===== src/rtl/crc8_frame_receiver_unit_defines.svh =====
// ---------------------------------------------------------------------------
// CRC-8 frame receiver: assertion macros
// Shared concurrent assertion forms used by the receiver RTL.
// ---------------------------------------------------------------------------
`ifndef CRC8_FRAME_RECEIVER_UNIT_DEFINES_SVH
`define CRC8_FRAME_RECEIVER_UNIT_DEFINES_SVH

// Same-cycle implication, disabled while reset is held.
`define CRCFR_ASSERT_IMP(label, clk, rst_n, ante, cons) \
  label: assert property (@(posedge clk) disable iff (!rst_n) (ante) |-> (cons)) \
    else $error("crcfr: same-cycle check failed");

// Next-cycle implication, disabled while reset is held.
`define CRCFR_ASSERT_NXT(label, clk, rst_n, ante, cons) \
  label: assert property (@(posedge clk) disable iff (!rst_n) (ante) |=> (cons)) \
    else $error("crcfr: next-cycle check failed");

`endif


===== src/rtl/crcfr_pkg.sv =====
// ---------------------------------------------------------------------------
// CRC-8 frame receiver package
// Frame geometry, CRC constants, register indexes and shared types.
// ---------------------------------------------------------------------------
package crcfr_pkg;

  // Frame geometry.
  localparam int unsigned FRAME_BYTES = 10;
  localparam logic [3:0]  FILL_LAST   = 4'(FRAME_BYTES - 1);

  // CRC-8: polynomial 0x07, zero start value, no reflection, no final xor.
  localparam logic [7:0]  CRC_POLY = 8'h07;
  localparam logic [7:0]  CRC_TOP  = 8'h80;
  localparam logic [7:0]  CRC_INIT = 8'h00;
  localparam int unsigned CRC_SPAN = 8;
  localparam logic [2:0]  CRC_LAST = 3'(CRC_SPAN - 1);

  // Configuration register indexes and reset values.
  localparam logic [1:0] REG_HEAD    = 2'd0;
  localparam logic [1:0] REG_COMMAND = 2'd1;
  localparam logic [1:0] REG_TAIL    = 2'd2;

  localparam logic [7:0] HEAD_RESET    = 8'd170;
  localparam logic [7:0] COMMAND_RESET = 8'd2;
  localparam logic [7:0] TAIL_RESET    = 8'd85;

  // Whole frame as seen at the fixed taps of the store.
  typedef logic [FRAME_BYTES-1:0][7:0] frame_t;

  // Control of the frame store.
  typedef struct packed {
    logic       wr_en;
    logic [3:0] wr_idx;
    logic [7:0] wr_data;
    logic       shift;
  } store_ctl_t;

  // Control of the CRC unit.
  typedef struct packed {
    logic clear;
    logic step;
  } crc_ctl_t;

  // One byte through the CRC-8 register, most significant bit first.
  function automatic logic [7:0] crc8_byte(input logic [7:0] acc, input logic [7:0] data);
    logic [7:0] c;
    c = acc ^ data;
    for (int b = 0; b < 8; b++) begin
      if ((c & CRC_TOP) != 8'h00) begin
        c = {c[6:0], 1'b0} ^ CRC_POLY;
      end else begin
        c = {c[6:0], 1'b0};
      end
    end
    return c;
  endfunction

endpackage


===== src/rtl/crcfr_if.sv =====
// ---------------------------------------------------------------------------
// CRC-8 frame receiver channel interfaces
// Valid/ready channels for received bytes and for frame verdicts.
// ---------------------------------------------------------------------------

// Received byte channel.
interface crcfr_in_if;
  logic       valid;
  logic       ready;
  logic [7:0] rx_byte;

  modport source (output valid, output rx_byte, input ready);
  modport sink (input valid, input rx_byte, output ready);
endinterface

// Frame verdict channel.
interface crcfr_out_if;
  logic               valid;
  logic               ready;
  logic               frame_good;
  logic [7:0]         sequence_res;
  logic [7:0]         status_byte;
  logic signed [15:0] speed_forward;
  logic signed [15:0] speed_right;

  modport source (output valid, output frame_good, output sequence_res,
                  output status_byte, output speed_forward, output speed_right,
                  input ready);
  modport sink (input valid, input frame_good, input sequence_res,
                input status_byte, input speed_forward, input speed_right,
                output ready);
endinterface


===== src/rtl/crc8_frame_receiver_unit.sv =====
// ---------------------------------------------------------------------------
// CRC-8 frame receiver
// Collects ten-byte frames from a byte stream, checks them and reports them.
// ---------------------------------------------------------------------------
// Each received byte that does not complete a frame is taken while the
// sequencer is idle. The byte that completes a frame starts a check: the
// CRC-8 unit folds in bytes 0 to 7 at one byte per cycle, the check state
// gives the verdict, and a rejected frame is then realigned by shifting the
// store down one byte per cycle until a head byte reaches the front or no
// byte is left to inspect. A completing byte therefore keeps the input
// stalled through the CRC walk, the verdict and any realignment. The verdict
// waits in an output register; the input keeps flowing until a further frame
// would complete while it is still untaken. Bytes other than the head byte
// are dropped while the store is empty.
module crc8_frame_receiver_unit (
  input  logic        clk,
  input  logic        rst_n,
  crcfr_in_if.sink    in_if,
  crcfr_out_if.source out_if,
  input  logic        cfg_we,
  input  logic [1:0]  cfg_index,
  input  logic [7:0]  cfg_wdata
);

  `include "crc8_frame_receiver_unit_defines.svh"

  // Sequencer states.
  localparam logic [1:0] ST_IDLE  = 2'd0;
  localparam logic [1:0] ST_CRC   = 2'd1;
  localparam logic [1:0] ST_CHECK = 2'd2;
  localparam logic [1:0] ST_ALIGN = 2'd3;

  logic [1:0] state_r, state_nxt;
  logic [3:0] fill_r, fill_nxt;
  logic [2:0] crc_idx_r, crc_idx_nxt;
  logic [3:0] align_cnt_r, align_cnt_nxt;
  logic       out_valid_r, out_valid_nxt;
  logic [7:0] head_r, cmd_r, tail_r;

  logic               good_r;
  logic [7:0]         seq_r;
  logic [7:0]         status_r;
  logic signed [15:0] fwd_r;
  logic signed [15:0] right_r;

  crcfr_pkg::store_ctl_t store_ctl;
  crcfr_pkg::crc_ctl_t   crc_ctl;
  crcfr_pkg::frame_t     frame;
  logic [7:0]            crc_data;
  logic [7:0]            crc_val;

  logic in_fire;
  logic out_fire;
  logic frame_ok;
  logic load_out;

  // Frame store and CRC unit.
  crcfr_store u_store (
    .clk     (clk),
    .ctl     (store_ctl),
    .rd_idx  (crc_idx_r),
    .rd_data (crc_data),
    .frame   (frame)
  );

  crcfr_crc_unit u_crc (
    .clk  (clk),
    .ctl  (crc_ctl),
    .data (crc_data),
    .crc  (crc_val)
  );

  // Handshakes. A byte that would complete a frame waits while a verdict is pending.
  assign in_if.ready = (state_r == ST_IDLE) &&
                       !(out_valid_r && (fill_r == crcfr_pkg::FILL_LAST));
  assign in_fire     = in_if.valid && in_if.ready;
  assign out_fire    = out_valid_r && out_if.ready;

  assign frame_ok = (frame[1] == cmd_r) && (frame[9] == tail_r) && (frame[8] == crc_val);

  // Configuration registers.
  always_ff @(posedge clk) begin
    if (!rst_n) begin
      head_r <= crcfr_pkg::HEAD_RESET;
      cmd_r  <= crcfr_pkg::COMMAND_RESET;
      tail_r <= crcfr_pkg::TAIL_RESET;
    end else if (cfg_we) begin
      unique case (cfg_index)
        crcfr_pkg::REG_HEAD:    head_r <= cfg_wdata;
        crcfr_pkg::REG_COMMAND: cmd_r  <= cfg_wdata;
        crcfr_pkg::REG_TAIL:    tail_r <= cfg_wdata;
        default: ;
      endcase
    end
  end

  // Sequencer: collect, CRC walk, verdict, realign.
  always_comb begin
    state_nxt     = state_r;
    fill_nxt      = fill_r;
    crc_idx_nxt   = crc_idx_r;
    align_cnt_nxt = align_cnt_r;
    out_valid_nxt = out_valid_r && !out_fire;
    load_out      = 1'b0;
    store_ctl     = '{wr_en: 1'b0, wr_idx: fill_r, wr_data: in_if.rx_byte, shift: 1'b0};
    crc_ctl       = '{clear: 1'b0, step: 1'b0};

    unique case (state_r)
      ST_IDLE: begin
        if (in_fire && !((fill_r == 4'd0) && (in_if.rx_byte != head_r))) begin
          store_ctl.wr_en = 1'b1;
          if (fill_r == crcfr_pkg::FILL_LAST) begin
            crc_ctl.clear = 1'b1;
            crc_idx_nxt   = 3'd0;
            state_nxt     = ST_CRC;
          end else begin
            fill_nxt = fill_r + 4'd1;
          end
        end
      end
      ST_CRC: begin
        crc_ctl.step = 1'b1;
        crc_idx_nxt  = crc_idx_r + 3'd1;
        if (crc_idx_r == crcfr_pkg::CRC_LAST) begin
          state_nxt = ST_CHECK;
        end
      end
      ST_CHECK: begin
        load_out      = 1'b1;
        out_valid_nxt = 1'b1;
        if (frame_ok) begin
          fill_nxt  = 4'd0;
          state_nxt = ST_IDLE;
        end else begin
          align_cnt_nxt = 4'(crcfr_pkg::FRAME_BYTES);
          state_nxt     = ST_ALIGN;
        end
      end
      ST_ALIGN: begin
        // The byte now at position 1 reaches the front with this shift.
        store_ctl.shift = 1'b1;
        align_cnt_nxt   = align_cnt_r - 4'd1;
        if (frame[1] == head_r) begin
          fill_nxt  = align_cnt_r - 4'd1;
          state_nxt = ST_IDLE;
        end else if (align_cnt_r == 4'd2) begin
          fill_nxt  = 4'd0;
          state_nxt = ST_IDLE;
        end
      end
      default: begin
        state_nxt = ST_IDLE;
      end
    endcase
  end

  always_ff @(posedge clk) begin
    if (!rst_n) begin
      state_r     <= ST_IDLE;
      fill_r      <= 4'd0;
      crc_idx_r   <= 3'd0;
      align_cnt_r <= 4'd0;
      out_valid_r <= 1'b0;
    end else begin
      state_r     <= state_nxt;
      fill_r      <= fill_nxt;
      crc_idx_r   <= crc_idx_nxt;
      align_cnt_r <= align_cnt_nxt;
      out_valid_r <= out_valid_nxt;
    end
  end

  // Verdict register; a rejected frame reports zero fields.
  always_ff @(posedge clk) begin
    if (load_out) begin
      good_r   <= frame_ok;
      seq_r    <= frame_ok ? frame[2] : 8'h00;
      status_r <= frame_ok ? frame[3] : 8'h00;
      fwd_r    <= frame_ok ? signed'({frame[5], frame[4]}) : 16'sd0;
      right_r  <= frame_ok ? signed'({frame[7], frame[6]}) : 16'sd0;
    end
  end

  assign out_if.valid         = out_valid_r;
  assign out_if.frame_good    = good_r;
  assign out_if.sequence_res  = seq_r;
  assign out_if.status_byte   = status_r;
  assign out_if.speed_forward = fwd_r;
  assign out_if.speed_right   = right_r;

  // A verdict is only formed when the output register is free.
  `CRCFR_ASSERT_IMP(a_check_out_free, clk, rst_n, state_r == ST_CHECK, !out_valid_r)

  // The completing byte starts the CRC walk on the next cycle.
  `CRCFR_ASSERT_NXT(a_full_starts_crc, clk, rst_n,
                    in_fire && (fill_r == crcfr_pkg::FILL_LAST) && (state_r == ST_IDLE),
                    state_r == ST_CRC)

  // Realignment always has at least one byte left to inspect.
  `CRCFR_ASSERT_IMP(a_align_count, clk, rst_n, state_r == ST_ALIGN, align_cnt_r >= 4'd2)

  // A rejected frame carries only zero fields.
  `CRCFR_ASSERT_IMP(a_bad_zero, clk, rst_n, out_valid_r && !good_r,
                    (seq_r == 8'h00) && (status_r == 8'h00) && (fwd_r == 16'sd0) &&
                    (right_r == 16'sd0))

endmodule


===== src/rtl/crcfr_crc_unit.sv =====
// ---------------------------------------------------------------------------
// CRC-8 accumulator
// Folds one frame byte per cycle, while step is set, into a CRC-8 register (poly 0x07).
// ---------------------------------------------------------------------------
module crcfr_crc_unit (
  input  logic                clk,
  input  crcfr_pkg::crc_ctl_t ctl,
  input  logic [7:0]          data,
  output logic [7:0]          crc
);

  logic [7:0] acc_r;
  logic [7:0] acc_nxt;

  // Clear starts a new frame; a step absorbs one byte.
  always_comb begin
    acc_nxt = acc_r;
    if (ctl.clear) begin
      acc_nxt = crcfr_pkg::CRC_INIT;
    end else if (ctl.step) begin
      acc_nxt = crcfr_pkg::crc8_byte(acc_r, data);
    end
  end

  always_ff @(posedge clk) begin
    acc_r <= acc_nxt;
  end

  assign crc = acc_r;

endmodule


===== src/rtl/crcfr_store.sv =====
// ---------------------------------------------------------------------------
// Frame store
// Ten byte registers, written at the fill position or shifted down by one.
// ---------------------------------------------------------------------------
module crcfr_store (
  input  logic                  clk,
  input  crcfr_pkg::store_ctl_t ctl,
  input  logic [2:0]            rd_idx,
  output logic [7:0]            rd_data,
  output crcfr_pkg::frame_t     frame
);

  crcfr_pkg::frame_t mem_r;

  // A shift moves every byte one place towards the head; the top byte stays.
  always_ff @(posedge clk) begin
    if (ctl.shift) begin
      for (int j = 0; j < crcfr_pkg::FRAME_BYTES - 1; j++) begin
        mem_r[j] <= mem_r[j+1];
      end
    end else if (ctl.wr_en) begin
      mem_r[ctl.wr_idx] <= ctl.wr_data;
    end
  end

  // Read port for the CRC walk over the first eight bytes.
  assign rd_data = mem_r[rd_idx];
  assign frame   = mem_r;

endmodule


===== src/flat_wrapper.sv =====
// flat-port wrapper written by rule: the top's interface ports become plain ports
module crc8_frame_receiver_unit_flat 
  (clk, rst_n, cfg_we, cfg_index, cfg_wdata, in_if_valid, in_if_rx_byte, in_if_ready, out_if_valid, out_if_frame_good, out_if_sequence_res, out_if_status_byte, out_if_speed_forward, out_if_speed_right, out_if_ready);
  crcfr_in_if in_if_i ();
  crcfr_out_if out_if_i ();
  input  logic clk;
  input  logic rst_n;
  input  logic cfg_we;
  input  logic [1:0] cfg_index;
  input  logic [7:0] cfg_wdata;
  input wire logic [$bits(in_if_i.valid)-1:0] in_if_valid;
  input wire logic [$bits(in_if_i.rx_byte)-1:0] in_if_rx_byte;
  output wire logic [$bits(in_if_i.ready)-1:0] in_if_ready;
  output wire logic [$bits(out_if_i.valid)-1:0] out_if_valid;
  output wire logic [$bits(out_if_i.frame_good)-1:0] out_if_frame_good;
  output wire logic [$bits(out_if_i.sequence_res)-1:0] out_if_sequence_res;
  output wire logic [$bits(out_if_i.status_byte)-1:0] out_if_status_byte;
  output wire logic [$bits(out_if_i.speed_forward)-1:0] out_if_speed_forward;
  output wire logic [$bits(out_if_i.speed_right)-1:0] out_if_speed_right;
  input wire logic [$bits(out_if_i.ready)-1:0] out_if_ready;
  assign in_if_i.valid = in_if_valid;
  assign in_if_i.rx_byte = in_if_rx_byte;
  assign in_if_ready = in_if_i.ready;
  assign out_if_valid = out_if_i.valid;
  assign out_if_frame_good = out_if_i.frame_good;
  assign out_if_sequence_res = out_if_i.sequence_res;
  assign out_if_status_byte = out_if_i.status_byte;
  assign out_if_speed_forward = out_if_i.speed_forward;
  assign out_if_speed_right = out_if_i.speed_right;
  assign out_if_i.ready = out_if_ready;
  crc8_frame_receiver_unit u_core (.clk(clk), .rst_n(rst_n), .in_if(in_if_i), .out_if(out_if_i), .cfg_we(cfg_we), .cfg_index(cfg_index), .cfg_wdata(cfg_wdata));
endmodule

===== config.mk =====
export PLATFORM = sky130hd
export DESIGN_NAME = crc8_frame_receiver_unit_flat
export DESIGN_NICKNAME = d
export VERILOG_FILES = /design/src/rtl/crcfr_pkg.sv /design/src/rtl/crcfr_if.sv /design/src/rtl/crc8_frame_receiver_unit.sv /design/src/rtl/crcfr_crc_unit.sv /design/src/rtl/crcfr_store.sv /design/src/flat_wrapper.sv
export VERILOG_INCLUDE_DIRS = /design/src /design/src/rtl
export SDC_FILE = /design/constraint.sdc
export NUM_CORES = 1
export LEC_CHECK = 0
export BUFFER_PORTS_ARGS = -buffer_cell sky130_fd_sc_hd__buf_4
export CAP_MARGIN = 25
export CORE_UTILIZATION = 50
export CTS_CLUSTER_DIAMETER = 30
export DETAILED_ROUTE_END_ITERATION = 7
export MAX_ROUTING_LAYER = met4
export PLACE_DENSITY_LB_ADDON = 0.3
export RECOVER_POWER = 100
export SKIP_LAST_GASP = 1
export SYNTH_ARGS = -nofsm -noshare
export SYNTH_HDL_FRONTEND = slang
export SYNTH_HIERARCHICAL = 1
export SYNTH_SLANG_ARGS = --single-unit

===== constraint.sdc =====
create_clock -name clk -period 2.7 [get_ports clk]
set_input_delay 0.135 -clock clk [delete_from_list [all_inputs] [get_ports clk]]
set_output_delay 0.135 -clock clk [all_outputs]
set_load 0.02 [all_outputs]

==> impl_results.md, run 1 <==
* Multi-input gate area at 3407 µm²
* Number of setup buffers added after CTS at 0
* DRT iter0 DRCs at 481
* Crit end category: flop
* Synth area leader: edfxtp_1
* Starting Density at 51.25%
* Met2 usage at 39.21%
* Skew final at around 0.012 ns
* Reg power frac at 43.4%
* Detailed Route WL at between 20000 and 25000 µm
* Share of layout cells above drive strength 1 at 12.57%
* GRT Max-Usage Layer: met2
* Leakage Power at roughly 0.0036 µW
* Peak VDD IR at roughly 0.46 mV
* Fmax at 0.3893 GHz
* Row cnt at 47
* CP arrival at 2.95 ns
* Post-Syn Instances at 635
* NetSw at 2136 µW
* Post-Route Setup TNS at 0 ns
* Cell area after synthesis at approximately 8500 µm²
* Final HPWL DP at approximately 15000 µm
* Setup crit start kind: flop
* Endpoints failing setup at 0
* Reg clk slew, reported paths at 0.07 ns
* Largest family of logic cells by synthesized area: compound AO/OA/AOI/OAI gates
* Nets at about 770
* Area Overhead vs Synth at 16.55%
* Worst Path Required at between 3 and 4 ns
* H-tree levels at 4
* Simple-Gate Fraction of Synth Area at 10.41%
* CTS buffer count at 17
* Tcrit/Tclk final at 95.13%
* Die Span Y at approximately 130 µm
* Top-area cell type share of the netlist area at 45.58%
* Worst Path Class, Setup: flop to flop
* Area contributors post-synth: edfxtp_1 (46%), dfxtp_1 (11%), a22o_1 (7.4%)
* Ys Warns at 6
* Clk sink count at 175
* Max cap viols at 0
* Fraction of registers with async set/reset at 0%
* Antenna Cells at 0
* Syn nets at 665
* Initial antenna violation count at 0
* Post-synthesis mux area share at 9.024%
* Synth unique cells at 57
* RD Place Congestion at approximately 0.90
* Sequential share of the synthesized area at 56.41%
* Internal at 5504 µW
* Largest net degree at the start of global routing at 60
* Vias in the first global route at between 5000 and 6000
* Xor and xnor area share after synthesis at 8.052%
* Post-CTS Resized at 0
* Routed Antenna Nets at 0
* Total gr overflow at 0
* Power Dens Cells at roughly 770 nW/µm²
* Worst hold path type: input pin to flop
* Status: completed
* IO buf count at 73
* Max-slew violation count at 0
* CTS tree: yes
* Synth Area in Compound Gates at between 10 and 15%
* Die extent in x at ~130 µm
* DR DRC count at 0
* Sw frac at approximately 28%
* Clock share of power at 33.0%
* Global-route wire length before repair at 31170 µm
* CORE AREA at 16580 µm²
* Avg Cell Area, Syn at about 13 µm²
* Max-slew headroom at 20.75%
* Place WS at 0.2391 ns
* Routed wire per std cell at 21.41 µm
* Post-synth EDFFs at roughly 130
* Actual slew at the worst max-slew pin at roughly 1.2 ns
* Fillers at 1348
* Gr usage total at 25.04%
* FF+latch count, synth at 175
* Worst skew pair latency at around 0.43 ns
* Unrepaired setup endpoints after global routing: no
* Worst hold slack at 0.3004 ns
* I/O Pins at 74
* Post-Synth Adder-Cell Area at 1.030%
* Drt pass-1 iters at 5
* Overall die area at 17520 µm²
* CTS max path bufs at 2
* Final worst setup slack at 0.1315 ns
* Via count at 5667
* Commonest register cell after synthesis: edfxtp_1
* GR Layer Usage met3 at under 10%
* Via/cell ratio at 5.854
* Comb pwr share at 23.6%
* Crit path time final at 2.569 ns
* CTS root buffer: clkbuf_16
* Final Hold Viols at 0
* Met1 GRT Util at around 32%
* Cts hold-fix bufs at 24
* CP Max Fanout at 13
* Reg area at 4795 µm²
layout by cell type (no fill, tap or decap), types with 8 or more instances in the layout:
cell type	instances
edfxtp_1	129
a22o_1	72
clkbuf_1	64
dfxtp_1	46
nor2_1	35
and2_1	30
xnor2_1	29
xor2_1	29
buf_4	28
mux2i_1	26
dlygate4sd3_1	24
and2_0	18
clkbuf_16	17
nand2_1	16
a21oi_1	15
mux4_1	15
inv_1	12
clkbuf_2	11
a21o_1	10
nor2b_1	8
mux2_2	8
cell usage after synthesis, types with 4 or more instances:
cell type / count
edfxtp_1: 129
a22o_1: 72
and2_1: 48
dfxtp_1: 46
nor2_1: 35
xnor2_1: 28
xor2_1: 28
clkbuf_1: 27
mux2i_1: 26
nand2_1: 16
a21oi_1: 15
mux4_1: 15
inv_1: 12
a21o_1: 10
buf_1: 10
mux2_2: 8
nor2b_1: 8
ha_1: 7
buf_2: 6
nor4_1: 6
nand2b_1: 5
nand4_1: 5
a211oi_1: 4
a221oi_1: 4
a31o_2: 4
nand3_1: 4
nor3b_1: 4
nor4b_2: 4
o21a_1: 4
o21ai_0: 4
xor3_1: 4
metal layers:
| layer | share of wire, % | up-vias |
|---|---|---|
| met5 | 0 | - |
| met4 | 3.1 | 0 |
| met3 | 6.7 | 42 |
| met2 | 48 | 272 |
| met1 | 43 | 2749 |
| li1 | - | 2604 |
power by group through the flow:
stage	Sequential (µW)	Combinational (µW)	Clock, µW
floorplan	3270	1450	0
global placement	3370	1740	0
detailed placement	3370	1790	0
CTS	3320	1830	2560
global route	3330	1930	2660
finish	3310	1800	2520
critical path, cell delays in order (launching register included):
cell and delay, ns:
dfxtp_1 0.43, buf_12 0.18, mux4_1 0.55, mux2_2 0.32
xnor2_1 0.28, xnor3_1 0.42, a21oi_1 0.21, a31o_2 0.13
state kept, by name (all words and copies together), names as in the netlist:
name	flops
u_core/u_crc/crc	8
u_core/out_if.frame_good	1
u_core/out_if.valid	1
u_core/align_cnt_r	4
u_core/head_r	8
u_core/out_if.status_byte	8
u_core/crc_idx_r	3
u_core/out_if.speed_right	16
u_core/out_if.sequence_res	8
u_core/u_store/frame	80
u_core/out_if.speed_forward	16
u_core/cmd_r	8
u_core/fill_r	4
u_core/state_r	2
u_core/tail_r	8
cell type report:
| class | instances | share of cell area [%] |
|---|---|---|
| inverter | 13 | 0.4926 |
| clock buffer | 18 | 4.332 |
| sequential | 175 | 48.40 |
| multi-input combinational | 400 | 34.39 |
| timing repair buffer | 128 | 7.806 |
| clock inverter | 14 | 1.794 |
| tap | 220 | 2.779 |
kinds of logic after synthesis:
| group | after synthesis |
|---|---|
| xor gates and xnor gates | 65 |
| and+or+nand+nor | 150 |
| adders and majority gates | 7 |
| muxes | 50 |
| DFF | 175 |
| AOI/OAI and AO/OA | 128 |
| buffers and inverters | 60 |
stage by stage:
step,cells,power [µW],utilization [%],area [µm²]
4_1_cts,968,7706,61.61,10220
5_1_grt,968,7924,59.73,9906
2_1_floorplan,635,4719,-,8499
3_5_place_dp,912,5161,56.50,9370
3_3_place_gp,912,5115,56.50,9370
6_report,968,7640,59.73,9906
final timing paths:
path	from	to	cells past startpoint	slack, ns
worst min-delay path	in_if_valid	u_core/state_r[0]	4	0.30
worst max register to register	u_core/crc_idx_r[0]	u_core/u_crc/crc[3]	7	0.13
worst min register to register	u_core/out_if.valid	u_core/out_if.valid	2	0.52
worst max-delay path	u_core/crc_idx_r[0]	u_core/u_crc/crc[3]	7	0.13
(Power assumes the default switching activity.)
==> run 2: changes to the inputs <==
Settings changed: BUFFER_PORTS_ARGS -buffer_cell sky130_fd_sc_hd__buf_4 to unset, CORE_UTILIZATION 50 to 40, CTS_CLUSTER_SIZE set to 16, DONT_BUFFER_PORTS set to 1.
==> run 2 against run 1 <==
  * Clock-buffer cell count down 1
  * Worst hold slack got worse by 0.26 ns
  * Combinational power grew 3%
  * Largest power group unchanged
  * Clock power decreased by 9.9%
  * Sequential share of layout area is 1.4 points higher
  * Fmax fell by 3.5%
  * Die area up 25%
==> impl_results.md, run 2 (synthesized netlist as in run 1, its figures left out) <==
* Status: completed
* Drt pass-1 iters at 6 (+1)
* CP Max Fanout at 8 (-5)
* Worst hold path type: input pin to flop
* Initial antenna violation count at 0 (unchanged)
* Max cap viols at 0 (unchanged)
* Row cnt at 52 (+11%)
* Final Instance Area at 9633 µm² (-2.8%)
* Starting Density at 41.34% (-9.9 points)
* Share of layout cells above drive strength 1 at 13.34% (+0.78 points)
* Crit path time final at 2.663 ns (+0.09439 ns)
* Die extent in x at 147.8 µm (+12%)
* Final worst setup slack at 0.03710 ns (-0.09439 ns)
* CORE AREA at 20560 µm² (+24%)
* Via/cell ratio at 5.869 (+0.25%)
* Actual slew at the worst max-slew pin at 1.192 ns (+0.003637 ns)
* Clk sink count at 175 (unchanged)
* Fillers at 1864 (+38%)
* Fmax at 0.3755 GHz (-3.5%)
* Max-slew headroom at 20.50% (-0.24 points)
* CTS max path bufs at 2 (unchanged)
* Worst skew pair latency at 0.43 ns (about the same)
* Setup crit start kind: flop
* Nets at 700 (-8.5%)
* Worst Path Required at 2.80 ns (-0.28 ns)
* DR DRC count at 0 (unchanged)
* Reg clk slew, reported paths at 0.07 ns (about the same)
* Leakage Power at 0.003490 µW (-2.5%)
* CTS buffer count at 17 (unchanged)
* Vias in the first global route at 5590 (+5.3%)
* Final Hold Viols at 0 (unchanged)
* Final HPWL DP at 16020 µm (+7.7%)
* Via count at 5587 (-1.4%)
* IO buf count at 0 (-100%)
* Place WS at 0.1872 ns (-0.05190 ns)
* I/O Pins at 74 (unchanged)
* RD Place Congestion at 0.9094 (+0.99%)
* Routed Antenna Nets at 0 (unchanged)
* Largest net degree at the start of global routing at 50 (-17%)
* Endpoints failing setup at 0 (unchanged)
* Antenna Cells at 0 (unchanged)
* Worst hold slack at 0.04210 ns (-0.2583 ns)
* Max-slew violation count at 0 (unchanged)
* Peak VDD IR at 0.4203 mV (-9.5%)
* Power Dens Cells at 770.6 nW/µm² (about the same)
* Gr usage total at 21.51% (-3.5 points)
* DRT iter0 DRCs at 589 (+22%)
* Cts hold-fix bufs at 19 (-21%)
* CP arrival at 2.76 ns (-0.19 ns)
* Crit end category: flop
* Flip-flop count of the largest register after layout at 80 (unchanged)
* H-tree levels at 4 (unchanged)
* Number of setup buffers added after CTS at 0 (unchanged)
* Commonest cells after routing, fill and taps aside: edfxtp_1 (129), a22o_1 (72), dfxtp_1 (46)
* Die Span Y at 147.8 µm (+12%)
* Routed wire per std cell at 23.21 µm (+8.4%)
* CTS tree: yes
* Unrepaired setup endpoints after global routing: no
* Post-CTS Resized at 0 (unchanged)
* CTS root buffer: clkbuf_16
* Area Overhead vs Synth at 13.34%
* Overall die area at 21840 µm² (+25%)
* Post-DP Area at 8974 µm² (-4.2%)
* Skew final at 0.01165 ns (+0.0001255 ns)
* Most common cell after layout, fill and taps aside: edfxtp_1
* Worst Path Class, Setup: flop to flop
* Total gr overflow at 0 (unchanged)
* Tcrit/Tclk final at 98.63% (+3.5 points)
* Global-route wire length before repair at 33380 µm (+7.1%)
* Detailed Route WL at 22100 µm (+6.6%)
* Total Power at 7423 µW (-2.8%)
-- run 2: cell count changes in the layout (fill, tap and decap cells not counted), sizes merged --
cell and delta:
inv +1, clkbuf -61, clkinv +2, dlygate4sd3 -5, bufinv -3
-- run 2: final cells by class --
cell class | count | area (µm²) | area share (%)
well taps | 270 | 337.8 | 3.507
inverters | 13 | 48.80 | 0.5066
multi-input cells | 400 | 3427 | 35.58
repair buffers | 63 | 491.7 | 5.105
clock inverters | 14 | 107.6 | 1.117
flip-flops and latches | 175 | 4795 | 49.77
clock buffers | 17 | 425.4 | 4.416
-- run 2: worst paths after layout --
path	from	endpoint	slack (ns)	cells after the start
setup / recovery	u_core/head_r[5]	u_core/u_store/frame[13]	0.04	6
hold / removal	rst_n	u_core/head_r[0]	0.04	2
setup reg to reg	u_core/head_r[5]	u_core/u_store/frame[13]	0.04	6
hold reg to reg	u_core/tail_r[6]	u_core/tail_r[6]	0.51	2
-- run 2: metrics by stage --
stage / setup TNS, ns / utilization [%] / cells
after CTS: 0 / 47.16 / 952
after detailed placement: 0 / 43.65 / 902
final: 0 / 46.85 / 952
after floorplan: 0 / - / 635
after global placement: -5.415 / 43.56 / 900
after global routing: 0 / 46.85 / 952
-- run 2: routing by layer --
layer | global-route usage [%] | share of wire [%]
met5 | - | 0
met4 | 7.062 | 2.3
met3 | 4.383 | 6.7
met2 | 33.99 | 47
met1 | 27.68 | 44
-- run 2: worst max-delay path: stages, from the launching register on --
cell and delay, ns:
dfxtp_1 0.34, xor2_1 0.17, nor4_1 0.44, nand2_1 0.17, a21oi_1 0.52, clkbuf_2 0.34
a21o_1 0.36
-- run 2: report_power, final --
group	switching (µW)	internal [µW]	total, µW	leakage, µW
Combinational	917	940	1860	0.00174
Sequential	202	3090	3300	0.00149
Clock	1080	1190	2270	0.000261
Total	2200	5220	7420	0.00349
==> run 3: changes to the inputs <==
Settings changed: CTS_BUF_LIST set to sky130_fd_sc_hd__clkbuf_16, SKIP_CTS_REPAIR_TIMING set to 1.
==> run 3 against run 2 <==
  * Cell count did not move
  * Largest power group unchanged
  * Largest cell class unchanged
  * First-iteration DRC count up 11%
  * Clock power about the same
  * Wire length hardly changed
  * Final area unchanged
  * Non-clock buffer count is the same
  * Critical path depth unchanged
  * Register-to-register slack improved by 0.02 ns
  * Die area stayed put
  * Clock skew hardly changed
  * Sequential power about the same
==> impl_results.md, run 3 (synthesized netlist as in run 1, its figures left out) <==
* CP arrival at 2.74 ns (-0.02 ns)
* Via count at 5590 (+0.054%)
* Max cap viols at 0 (unchanged)
* Crit end category: flop
* Worst hold path type: input pin to flop
* CTS tree: yes
* Gr usage total at 21.27% (-0.24 points)
* Largest net degree at the start of global routing at 50 (unchanged)
* CTS root buffer: clkbuf_16
* Worst Path Class, Setup: flop to flop
* Vias in the first global route at 5451 (-2.5%)
* Clk sink count at 175 (unchanged)
* Skew final at 0.01144 ns (-0.0002095 ns)
* Nets at 700 (unchanged)
* Crit-path cells: xor2_1, nor4_1, nand2_1, a21oi_1, clkbuf_2, a21o_1
* Global-route wire length before repair at 32890 µm (-1.5%)
* Final Instance Area at 9633 µm² (unchanged)
* RD Place Congestion at 0.9094 (unchanged)
* Die Span Y at 147.8 µm (unchanged)
* Worst hold stages at 2 (unchanged)
* Routed wire per std cell at 23.20 µm (about the same)
* Worst skew pair latency at 0.44 ns (about the same)
* Post-Route Setup TNS at 0 ns (unchanged)
* Share of layout cells above drive strength 1 at 13.34% (unchanged)
* Final Hold Viols at 0 (unchanged)
* Actual slew at the worst max-slew pin at 1.185 ns (-0.007860 ns)
* Commonest cells after routing, fill and taps aside: edfxtp_1 (129), a22o_1 (72), dfxtp_1 (46)
* Max-slew headroom at 21.03% (+0.52 points)
* Flip-flop count of the largest register after layout at 80 (unchanged)
* H-tree levels at 4 (unchanged)
* Fmax at 0.3783 GHz (+0.75%)
* CTS buffer count at 17 (unchanged)
* Row cnt at 52 (unchanged)
* DRT iter0 DRCs at 654 (+11%)
* CTS max path bufs at 2 (unchanged)
* Via/cell ratio at 5.872 (about the same)
* Total gr overflow at 0 (unchanged)
* Fillers at 1862 (-0.11%)
* Overall die area at 21840 µm² (unchanged)
* Peak VDD IR at 0.4264 mV (+1.4%)
* Worst Path Required at 2.80 ns (about the same)
* Power Dens Cells at 770.5 nW/µm² (about the same)
* Drt pass-1 iters at 7 (+1)
* Post-DP Area at 8974 µm² (unchanged)
* Tcrit/Tclk final at 97.89% (-0.73 points)
* Initial antenna violation count at 0 (unchanged)
* Die extent in x at 147.8 µm (unchanged)
* Leakage Power at 0.003490 µW (unchanged)
* Reg clk slew, reported paths at 0.07 ns (about the same)
* Routed Antenna Nets at 0 (unchanged)
* IO buf count at 0 (unchanged)
* Max-slew violation count at 0 (unchanged)
* Slowest cell on crit path: a21oi_1
* Endpoints failing setup at 0 (unchanged)
* Worst hold slack at 0.03550 ns (-0.006593 ns)
* Area Overhead vs Synth at 13.34% (unchanged)
* Crit path time final at 2.643 ns (-0.01977 ns)
* Antenna Cells at 0 (unchanged)
* Status: completed
* Detailed Route WL at 22090 µm (about the same)
* Starting Density at 41.34% (unchanged)
* Setup crit start kind: flop
* Reg2Reg Depth at 6 (unchanged)
* Most common cell after layout, fill and taps aside: edfxtp_1
* CP Max Fanout at 8 (unchanged)
* Final HPWL DP at 16020 µm (unchanged)
* I/O Pins at 74 (unchanged)
* Final worst setup slack at 0.05687 ns (+0.01977 ns)
* Largest stage delay, worst path at 0.50 ns (-0.02 ns)
* Place WS at 0.1872 ns (unchanged)
* Unrepaired setup endpoints after global routing: no
* DR DRC count at 0 (unchanged)
* CORE AREA at 20560 µm² (unchanged)
run 3: cell counts in the layout (fill, tap and decap cells not counted):
No cell type changed its count.
run 3: worst paths after layout:
| path | startpoint | end | slack, ns |
|---|---|---|---|
| min reg2reg | u_core/tail_r[6] | u_core/tail_r[6] | 0.51 |
| min | rst_n | u_core/cmd_r[3] | 0.04 |
| max | u_core/head_r[5] | u_core/u_store/frame[13] | 0.06 |
| max reg2reg | u_core/head_r[5] | u_core/u_store/frame[13] | 0.06 |
run 3: worst max-delay path: cells and delay by family (launching register included):
kind | cells | cell delay (ns)
AND/OR/NAND/NOR | 2 | 0.58
XOR/XNOR | 1 | 0.17
buffers and inverters | 1 | 0.34
flip-flops | 1 | 0.34
AO/OA/AOI/OAI | 2 | 0.86
run 3: metal layers:
metal	vias to the layer above	part of all wire (%)	global-route usage, %	wire [µm]
met2	296	47	33.73	10490
met1	2785	43	26.82	9499
met3	39	7.4	5.401	1624
met4	0	2.1	6.340	471
met5	-	0	-	0
li1	2470	-	-	-
run 3: report_power, final:
group	total, µW	internal, µW	leakage [µW]	switching (µW)
Clock	2270	1190	0.000261	1080
Combinational	1850	940	0.00174	912
Sequential	3300	3090	0.00149	205
run 3: layout make-up:
type                    instances  area [µm²]  area share (%)
repair buffers                 63       491.7           5.105
clock buffers                  17       425.4           4.416
flip-flops and latches        175        4795           49.77
multi-input cells             400        3427           35.58
inverters                      13       48.80          0.5066
well taps                     270       337.8           3.507
clock inverters                14       107.6           1.117
run 3: per-stage QoR:
stage	std cells	total power (µW)	utilization (%)
finish	952	7422	46.85
floorplan	635	4719	-
CTS	933	7458	46.24
global placement	900	5156	43.56
detailed placement	902	5196	43.65
global route	952	7716	46.85
